--- config.mk ---
export PLATFORM = sky130hd
export DESIGN_NAME = cci_delay
export DESIGN_NICKNAME = d
export VERILOG_FILES = /design/src/design/cci_delay.sv
export SDC_FILE = /design/constraint.sdc
export NUM_CORES = 1
export LEC_CHECK = 0
export ABC_AREA = 1
export BUFFER_PORTS_ARGS = -buffer_cell sky130_fd_sc_hd__buf_2
export CORE_UTILIZATION = 45
export CTS_BUF_LIST = sky130_fd_sc_hd__clkbuf_4 sky130_fd_sc_hd__clkbuf_8
export DETAILED_ROUTE_END_ITERATION = 8
export GPL_ROUTABILITY_DRIVEN = 0
export GPL_TIMING_DRIVEN = 0
export PLACE_DENSITY_LB_ADDON = 0.12
export SLEW_MARGIN = 30
export SYNTH_ARGS = -nofsm -noshare
export SYNTH_HDL_FRONTEND = slang
export SYNTH_SLANG_ARGS = --single-unit
--- constraint.sdc ---
create_clock -name clock -period 0.85 [get_ports clock]
set_clock_uncertainty 0.1 [all_clocks]
set_input_delay 0.17 -clock clock [delete_from_list [all_inputs] [get_ports clock]]
set_output_delay 0.17 -clock clock [all_outputs]
set_load 0.005 [all_outputs]
--- src/design/cci_delay.sv ---
// ----------------------------------------------------------------------------
// Pipeline delay line
// Carries a valid bit and side data alongside a multi-stage unit.
// ----------------------------------------------------------------------------
module cci_delay #(
   parameter int DEPTH = 4,
   parameter int W     = 8
) (
   input  logic         clock,
   input  logic         reset,
   input  logic         en,
   input  logic         in_valid,
   input  logic [W-1:0] in_data,
   output logic         out_valid,
   output logic [W-1:0] out_data
);

   logic [DEPTH-1:0] valid_ff;
   logic [W-1:0]     data_ff [DEPTH];

   always_ff @(posedge clock) begin
      if (reset) begin
         valid_ff <= '0;
      end else if (en) begin
         valid_ff[0] <= in_valid;
         for (int i = 1; i < DEPTH; i++) begin
            valid_ff[i] <= valid_ff[i-1];
         end
      end
   end

   always_ff @(posedge clock) begin
      if (en) begin
         data_ff[0] <= in_data;
         for (int i = 1; i < DEPTH; i++) begin
            data_ff[i] <= data_ff[i-1];
         end
      end
   end

   assign out_valid = valid_ff[DEPTH-1];
   assign out_data  = data_ff[DEPTH-1];

endmodule

### Yosys cells after proc, flatten, opt, wreduce, memory -nomap -nowiden

Memory sizes are Yosys's and may differ from the RTL's.
Index checks and enable logic that the tools add are counted.
Widths: inputs -> output; s select.

* muxes and demuxes: 2

Operators with widths (number)
* $mux 1: 2

* register bits: 4
* memory bits (writable): 32
* input port bits: 12
* output and inout port bits: 9
* logic and storage cells: 4
* memories: 1

Memory list
* data_ff: depth 4, bits a word 8, read ports 4, clocked after memory_dff 0, wr ports 4, line 19 `logic [W-1:0] data_ff [DEPTH];`

### Depth between registers and ports, before layout

Gate-level depths: netlist of run 1.

* depth in word-level cells: 2
* mapped depth: 4
* mapped depth without buffers: 4

### Worst setup path after synthesis of run 1

No wires, ideal clock.

* kind: reg2reg
* start point: memory data_ff[0][0]
* end point: memory data_ff[1][0] (data pin)
* setup time: 266 ps
* arrival: 323 ps
* required time: 484 ps
* setup slack: 161 ps
* stages on the path, launching flop included: 1
* buffers on the path: 0
* period minus slack after synthesis: 689 ps
* cell sequence: edfxtp_1

RTL lines (line)
* start: declaration: 19

==> impl_metrics.json, run 1 <==
{
  "io_buffers": 20,
  "period_minus_slack_ns": 1.10,
  "clock_latency_ns": 0.33,
  "r2r-start": "valid_ff[1]$_SDFFE_PP0P_",
  "p_leak_nw": 0.561,
  "antenna_found_initial": 0,
  "path_delay_family": "flip-flops",
  "antenna_cells": 0,
  "regArea_um2": 1040,
  "overflow": 0,
  "die_h_um": 52.2,
  "synthesis.nets": 70,
  "area_delta_synth_final_pct": 24.8,
  "synth_xor_area_frac": 0,
  "finalWirelength_um": 1310,
  "hp-start": "reset",
  "end_kind": "output pin",
  "wl_per_cell_um": 10.7,
  "fin_area_um2": 1420,
  "violations": "negative hold slack, negative setup slack",
  "synth_top_family_by_area": "simple AND/OR/NAND/NOR gates",
  "synth_flop_cell": "edfxtp_1",
  "start_util": 0.495,
  "finalSetupTns_ns": -2.08,
  "crit_path_start": "data_ff[3][4]$_DFFE_PP_",
  "synth_mux_area_frac": 0,
  "num_rows": 17,
  "netlist_area_um2": 1140,
  "arrival_ns": 0.83,
  "rsz0062_at_grt": "true",
  "path_cells": "buf_2",
  "synth_compound_area_frac": 0,
  "fillers": 192,
  "worst_slack_ns": -0.250,
  "worstHoldEndpoint": "valid_ff[3]$_SDFFE_PP0P_",
  "postCtsHoldBufs": 8,
  "synth_edf_count": 32,
  "cts_root_buf": "clkbuf_4",
  "ys_warn_count": 0,
  "core_um2": 2300,
  "place_ws_ns": -0.497,
  "synthTopCellsByArea": "edfxtp_1 85%, dfxtp_1 7.0%, nand2_1 2.6%, nor2_1 2.0%, inv_1 1.3%",
  "die_x_um": 52.2,
  "via_per_inst": 4.46,
  "synth_common_cells": "32 x edfxtp_1, 8 x nand2_1, 6 x nor2_1",
  "worstPathRequired_ns": 0.58,
  "yosysTopAreaCell": "edfxtp_1",
  "worstRegToRegCells": 4,
  "cts_sinks": 36,
  "path_clk_slew_ns": 0.10,
  "worst_r2r_endpoint": "valid_ff[2]$_SDFFE_PP0P_",
  "maxSlewHeadroom": 0.730,
  "grt_usage": 0.132,
  "cts_buffer_depth": 2,
  "nets": 105,
  "powerDensity_nw_per_um2": 2210,
  "hold_viol_final": 1,
  "numCtsBuffers": 5,
  "synthAdderAreaFrac": 0,
  "status": "finished with violations",
  "final_layout_size_suffix_gt1_frac": 0.362,
  "vias": 544,
  "grt_max_degree": 34,
  "die_area_um2": 2730,
  "max_freq_mhz": 909,
  "rrSetupSlack_ns": 0.10,
  "dp_hpwl_um": 819,
  "hold_path_class": "in -> reg",
  "crit_buf_inv": 1,
  "async_flop_share": 0,
  "cts_setup_buffers": 0,
  "crit_slowest_cell": "edfxtp_1",
  "crit_path_start_kind": "flip-flop",
  "h-tree-depth": 2,
  "synth_top_area_frac": 0.846,
  "setup_viol": 9,
  "final_antenna_net_count": 0,
  "ys_seq_elements": 36,
  "ys_seq_area_frac": 0.916,
  "worstPathMaxFanout": 1,
  "hold_path_depth": 4,
  "syn_area_per_cell_um2": 19.6,
  "synth_most_common_cell": "edfxtp_1",
  "grt_pass1_wl_um": 2160,
  "ys_types": 8,
  "synthSimpleGateAreaFrac": 0.0573,
  "multi_input_area_um2": 65.1,
  "cts_tree": "yes",
  "place_area_um2": 1270,
  "syn_inst": 58,
  "drt_pre_antenna_iters": 3,
  "drc": 0,
  "period_share": 1.29,
  "ioPinCount": 21,
  "critPathKind": "reg -> out",
  "first_global_vias": 510,
  "drtIter0Drc": 1,
  "hold_ws_ns": -0.00613,
  "max-vdd-ir-drop_mv": 1.37,
  "tightest_slew_ns": 0.404,
  "maxSlewViolCount": 0,
  "maxCapViolCount": 0,
  "cp_slowest_stage_delay_ns": 0.38
}
stage by stage:
step / std cells / hold slack, ns / power (mW) / util
floorplan: 58 / 0.169 / 2.16 / -
global placement: 106 / 0.247 / 2.23 / 0.553
detailed placement: 106 / 0.249 / 2.25 / 0.553
CTS: 122 / -0.0220 / 3.18 / 0.617
global route: 122 / -0.0129 / 3.27 / 0.617
finish: 122 / -0.00613 / 3.13 / 0.617
layout make-up:
type | count | share of cell area
Inverter | 5 | 0.0132
Tap cell | 28 | 0.0247
Sequential cell | 36 | 0.736
Buffer | 1 | 0.00794
Timing Repair Buffer | 28 | 0.129
Clock buffer | 6 | 0.0362
Clock inverter | 2 | 0.00706
Multi-Input combinational cell | 16 | 0.0459
flip-flops by register name, indices dropped and copies added (netlist names):
register	cells
valid_ff	4
data_ff	32
worst max-delay path by stage:
stage	to	cells after the start	slack, ns
floorplan	data_ff[1][0]$_DFFE_PP_	0	0.16
CTS	out_data[4]	1	-0.28
finish	out_data[4]	1	-0.25
detailed placement	valid_ff[2]$_SDFFE_PP0P_	5	-0.50
global route	out_data[6]	1	-0.31
global placement	valid_ff[1]$_SDFFE_PP0P_	5	-0.43
cells in the final DEF (no fill, tap or decap), drive strengths merged:
cell type,netlist,final
nor2,8,8
clkbuf,0,6
nand2,8,8
buf,1,21
dlygate4sd3,0,8
clkinv,0,2
edfxtp,32,32
inv,5,5
dfxtp,4,4
cell families after synthesis:
group	Yosys count
buffers and inverters	6
flip-flops	36
AND/OR/NAND/NOR	16
power by group:
group / switching, mW / internal (mW)
clock: 0.505 / 0.393
combinational: 0.0748 / 0.0760
sequential: 0.0285 / 2.06
repair_timing:
item | in CTS | in global routing
endpoints found under the hold margin | 10 | 2
resized for setup | 2 | 1
endpoints found under the setup margin | 21 | 10
routing by layer:
metal,GRT usage,vias to the layer above,part of all wire
met4,0.132,0,0.037
met2,0.205,22,0.51
li1,-,272,-
met1,0.118,243,0.38
met3,0.0696,7,0.073
met5,0,-,0
Power figures use the tool's default switching activity.
==> run 2: changes to the inputs <==
--- a/config.mk
+++ b/config.mk
@@ -9,9 +9,10 @@
 export BUFFER_PORTS_ARGS = -buffer_cell sky130_fd_sc_hd__buf_2
 export CORE_UTILIZATION = 45
 export CTS_BUF_LIST = sky130_fd_sc_hd__clkbuf_4 sky130_fd_sc_hd__clkbuf_8
+export CTS_CLUSTER_SIZE = 12
 export DETAILED_ROUTE_END_ITERATION = 8
 export GPL_ROUTABILITY_DRIVEN = 0
-export GPL_TIMING_DRIVEN = 0
+export GPL_TIMING_DRIVEN = 1
 export PLACE_DENSITY_LB_ADDON = 0.12
 export SLEW_MARGIN = 30
 export SYNTH_ARGS = -nofsm -noshare
==> run 2 against run 1 <==
  * The flow still finishes with violations (negative hold slack, negative setup slack)
  * Critical path type unchanged
  * Combinational power increased by 9%
  * Die area unchanged
  * Worst hold slack improved by 0.0058 ns
  * Sequential share of layout area decreased by 1.1 points
  * Cell count increased by 0.82%
  * Via count decreased by 2.0%
  * Critical path depth unchanged
  * Sequential cell count unchanged
  * Non-clock buffer count increased by 1
  * Largest cell class unchanged
  * Setup slack improved by 0.0079 ns
  * Final area increased by 1.4%
  * Power decreased by 1.4%
==> impl_metrics.json, run 2 (synthesis results as in run 1) <==
{
  "postCtsHoldBufs": 8,
  "wl_per_cell_um": 10.2,
  "max_freq_mhz": 916,
  "die_h_um": 52.2,
  "final_antenna_net_count": 0,
  "final_layout_size_suffix_gt1_frac": 0.358,
  "die_x_um": 52.2,
  "hold_path_class": "in -> reg",
  "path_cells": "buf_2",
  "grt_usage": 0.130,
  "maxSlewHeadroom": 0.919,
  "cts_buffer_depth": 2,
  "area_delta_synth_final_pct": 26.5,
  "regMostFlops": "data_ff",
  "final_cell_mix": "32 x edfxtp_1, 20 x buf_2, 8 x nand2_1, 8 x dlygate4sd3_1, 6 x nor2_1",
  "drtIter0Drc": 16,
  "setup_viol": 9,
  "die_area_um2": 2730,
  "nets": 106,
  "maxCapViolCount": 0,
  "worstPathRequired_ns": 0.58,
  "cts_setup_buffers": 0,
  "path_clk_slew_ns": 0.10,
  "finalSetupTns_ns": -2.05,
  "vias": 533,
  "arrival_ns": 0.82,
  "dp.cells": 107,
  "finalWirelength_um": 1250,
  "dp_hpwl_um": 772,
  "grt_pass1_wl_um": 2170,
  "hold_viol_final": 1,
  "place_area_um2": 1300,
  "period_minus_slack_ns": 1.09,
  "critPathKind": "reg -> out",
  "cts_tree": "yes",
  "drc": 0,
  "mostFrequentLayoutCell": "edfxtp_1",
  "clock_latency_ns": 0.32,
  "violations": "negative hold slack, negative setup slack",
  "period_share": 1.28,
  "p_leak_nw": 0.569,
  "core_um2": 2300,
  "first_global_vias": 524,
  "start_util": 0.495,
  "cts_sinks": 36,
  "rsz0062_at_grt": "true",
  "cts_root_buf": "clkbuf_4",
  "grt_max_degree": 21,
  "crit_buf_inv": 1,
  "max-vdd-ir-drop_mv": 1.54,
  "numCtsBuffers": 5,
  "crit_slowest_cell": "edfxtp_1",
  "status": "finished with violations",
  "io_buffers": 20,
  "path_delay_family": "flip-flops",
  "tightest_slew_ns": 0.121,
  "fin_area_um2": 1440,
  "cp_slowest_stage_delay_ns": 0.37,
  "powerDensity_nw_per_um2": 2150,
  "hold_ws_ns": -0.000348,
  "final_util": 0.626,
  "via_per_inst": 4.33,
  "antenna_cells": 0,
  "crit_path_start_kind": "flip-flop",
  "overflow": 0,
  "total_power_mw": 3.09,
  "drt_pre_antenna_iters": 3,
  "fin_cells": 123,
  "h-tree-depth": 2,
  "place_ws_ns": -0.0394,
  "ioPinCount": 21,
  "worst_slack_ns": -0.242,
  "largest_reg_flops": 32,
  "top_regs": "data_ff (32), valid_ff (4)",
  "worstPathMaxFanout": 1,
  "num_rows": 17,
  "end_kind": "output pin",
  "maxSlewViolCount": 0,
  "antenna_found_initial": 0
}
run 2: layout make-up:
class	count	area, um^2
clock buffer	5	37.5
clock inverter	3	18.8
fill	188	860
inverter	5	18.8
multi-input combinational	16	65.1
sequential	36	1040
tap	28	35.0
timing repair buffer	30	220
run 2: repair_timing:
item	in CTS	in global routing
resized for setup	1	0
endpoints found under the setup margin	9	9
endpoints found under the hold margin	12	2
run 2: layer usage:
layer	global-route usage	vias to the layer above	share of wire
met4	0.0921	0	0.020
met2	0.192	21	0.49
met3	0.0870	2	0.087
met1	0.130	236	0.41
li1	-	274	-
met5	0	-	0
run 2: path summary, 6_finish.rpt:
path / start / endpoint / slack, ns / cells after the start
worst max-delay path: data_ff[3][3]$_DFFE_PP_ / out_data[3] / -0.24 / 1
worst min-delay path: reset / valid_ff[2]$_SDFFE_PP0P_ / -0.0003 / 4
worst max register to register: data_ff[0][7]$_DFFE_PP_ / data_ff[1][7]$_DFFE_PP_ / 0.11 / 0
worst min register to register: data_ff[0][6]$_DFFE_PP_ / data_ff[1][6]$_DFFE_PP_ / 0.33 / 0
run 2: where the power goes:
part / internal, mW / switching [mW] / total (mW)
logic: 0.0887 / 0.0757 / 0.164
clock network: 0.317 / 0.524 / 0.841
registers: 2.06 / 0.0277 / 2.08
==> run 3: changes to the inputs <==
--- a/config.mk
+++ b/config.mk
@@ -5,7 +5,7 @@
 export SDC_FILE = /design/constraint.sdc
 export NUM_CORES = 1
 export LEC_CHECK = 0
-export ABC_AREA = 1
+export ABC_AREA = 0
 export BUFFER_PORTS_ARGS = -buffer_cell sky130_fd_sc_hd__buf_2
 export CORE_UTILIZATION = 45
 export CTS_BUF_LIST = sky130_fd_sc_hd__clkbuf_4 sky130_fd_sc_hd__clkbuf_8
==> run 3 against run 2 <==
  * The run ends with negative setup slack left
  * Wire length is 0.56% higher
  * Clock-buffer cell count is 1 higher
  * Critical path depth stayed put
  * Highest routed layer unchanged
  * Fmax is 0.32% higher
  * Critical path type unchanged
  * Largest power group unchanged
  * Worst hold slack better by 0.053 ns
==> impl_metrics.json, run 3 <==
{
  "h-tree-depth": 2,
  "seqPwrFrac": 0.663,
  "cts_sinks": 36,
  "end_kind": "output pin",
  "maxSlewHeadroom": 0.887,
  "synthTopCellsByArea": "edfxtp_1 87%, dfxtp_1 7.3%, mux2i_1 3.6%, nor2_1 1.4%, clkbuf_2 0.45%",
  "ys_types": 5,
  "synth_mux_area_frac": 0.0364,
  "async_flop_share": 0,
  "multi_input_area_um2": 55.1,
  "crit_buf_inv": 1,
  "first_global_vias": 496,
  "io_buffers": 20,
  "synth_most_common_cell": "edfxtp_1",
  "worstPathRequired_ns": 0.58,
  "fin_area_um2": 1440,
  "combPwrFrac": 0.049,
  "syn_area_per_cell_um2": 24.5,
  "synthesis.nets": 57,
  "top_regs": "data_ff (32), valid_ff (4)",
  "cts_buffer_depth": 2,
  "grt_pass1_wl_um": 2110,
  "grt_usage": 0.125,
  "netlist_area_um2": 1100,
  "core_um2": 2250,
  "finalSetupTns_ns": -2.02,
  "max_freq_mhz": 918,
  "grt_max_degree": 18,
  "vias": 510,
  "start_util": 0.488,
  "place_ws_ns": -0.104,
  "regArea_um2": 1040,
  "yosysTopAreaCell": "edfxtp_1",
  "maxCapViolCount": 0,
  "pwr-share-clk": 0.289,
  "die_x_um": 51.5,
  "synth_xor_area_frac": 0,
  "worstPathMaxFanout": 1,
  "area_delta_synth_final_pct": 31.1,
  "final_cell_mix": "32 x edfxtp_1, 20 x buf_2, 9 x dlygate4sd3_1, 5 x clkbuf_4",
  "synth_top_area_frac": 0.873,
  "cts_root_buf": "clkbuf_4",
  "ys_seq_elements": 36,
  "hold_path_class": "in -> reg",
  "nets": 96,
  "path_cells": "buf_2",
  "synth_compound_area_frac": 0,
  "drc": 0,
  "antenna_found_initial": 0,
  "violations": "negative setup slack",
  "regMostFlops": "data_ff",
  "syn_inst": 45,
  "worst_slack_ns": -0.239,
  "synth_common_cells": "32 x edfxtp_1, 4 x dfxtp_1, 4 x mux2i_1, 4 x nor2_1, 1 x clkbuf_2",
  "final_util": 0.640,
  "overflow": 0,
  "finalWirelength_um": 1260,
  "total_power_mw": 3.13,
  "synthSimpleGateAreaFrac": 0.0136,
  "critPathKind": "reg -> out",
  "drt_pre_antenna_iters": 3,
  "synth_flop_cell": "edfxtp_1",
  "antenna_cells": 0,
  "status": "finished with violations",
  "powerDensity_nw_per_um2": 2170,
  "ioPinCount": 21,
  "cp_slowest_stage_delay_ns": 0.37,
  "drtIter0Drc": 10,
  "endpoint": "out_data[1]",
  "largest_reg_flops": 32,
  "p_leak_nw": 0.568,
  "synth_edf_count": 32,
  "arrival_ns": 0.82,
  "via_per_inst": 4.51,
  "die_h_um": 51.5,
  "rrSetupSlack_ns": 0.09,
  "path_clk_slew_ns": 0.09,
  "setup_viol": 9,
  "numCtsBuffers": 5,
  "cts_tree": "yes",
  "path_delay_family": "flip-flops",
  "maxSlewViolCount": 0,
  "ys_seq_area_frac": 0.945,
  "worstRegToRegCells": 2,
  "hp-start": "en",
  "synth_top_family_by_area": "multiplexers",
  "period_minus_slack_ns": 1.09,
  "cp.depth": 1,
  "synthAdderAreaFrac": 0,
  "hold_viol_final": 0,
  "mostFrequentLayoutCell": "edfxtp_1",
  "crit_path_start": "data_ff[3][1]$_DFFE_PP_",
  "power_switching_uw": 596,
  "num_rows": 17,
  "wl_per_cell_um": 11.2,
  "ys_warn_count": 0,
  "r2r-start": "valid_ff[1]$_SDFFE_PP0P_",
  "die_area_um2": 2650,
  "place_area_um2": 1280,
  "internal-power_mw": 2.53,
  "rsz0062_at_grt": "true",
  "max-vdd-ir-drop_mv": 1.56,
  "final_antenna_net_count": 0,
  "clock_latency_ns": 0.33,
  "worst_r2r_endpoint": "valid_ff[2]$_SDFFE_PP0P_",
  "crit_path_start_kind": "flip-flop",
  "fillers": 173,
  "cts_setup_buffers": 0,
  "period_share": 1.28,
  "tightest_slew_ns": 0.165,
  "crit_slowest_cell": "edfxtp_1",
  "switching_share": 0.190,
  "final_layout_size_suffix_gt1_frac": 0.376
}
==> run 3: cell types whose count changed after synthesis, sizes merged <==
cell | before | now
nand2 | 8 | 0
inv | 5 | 0
mux2i | 0 | 4
nor2 | 8 | 4
buf | 1 | 0
clkbuf | 0 | 1
==> run 3: worst min-delay path by stage <==
stage / depth (start not counted) / end
3_5_place_dp: 1 / data_ff[0][6]$_DFFE_PP_
5_1_grt: 1 / data_ff[2][0]$_DFFE_PP_
3_3_place_gp: 1 / data_ff[0][7]$_DFFE_PP_
6_report: 1 / data_ff[2][0]$_DFFE_PP_
4_1_cts: 1 / data_ff[2][0]$_DFFE_PP_
2_1_floorplan: 1 / valid_ff[0]$_SDFFE_PP0P_
==> run 3: cell type report <==
cell class	count	share of cell area
clock buffers	6	0.0355
clock inverters	2	0.00693
multi-input cells	8	0.0381
flip-flops and latches	36	0.722
well taps	28	0.0243
repair buffers	33	0.173
==> run 3: metrics by stage <==
step                      hold WS, ns  std cells
after floorplan                 0.142         45
after global placement          0.248         95
after detailed placement        0.248         95
after CTS                      0.0358        113
after global routing           0.0298        113
final                          0.0531        113
==> run 3: power by group through the flow <==
stage,clock (mW),combinational (mW),sequential [mW]
final,0.904,0.152,2.07
after global routing,1.02,0.168,2.08
after CTS,0.937,0.152,2.07
after detailed placement,0,0.117,2.11
after global placement,0,0.115,2.11
after floorplan,0,0.0152,2.11
==> run 3: timing repair <==
item	in CTS	in global routing
resized for setup	1	1
endpoints found under the hold margin	12	0
endpoints found under the setup margin	9	10
hold buffers	10	0
pin swaps	0	1
==> run 3: routing by layer <==
metal / GRT usage / share of wire
met3: 0.0804 / 0.074
met5: 0 / 0
met2: 0.201 / 0.50
met4: 0.0811 / 0.033
met1: 0.113 / 0.39
==> run 3: cells by family (layout without fill, tap and decap cells) <==
group                  count (synthesis)  after routing
and+or+nand+nor                        4              4
muxes                                  4              4
buffers and inverters                  1             41
DFF                                   36             36
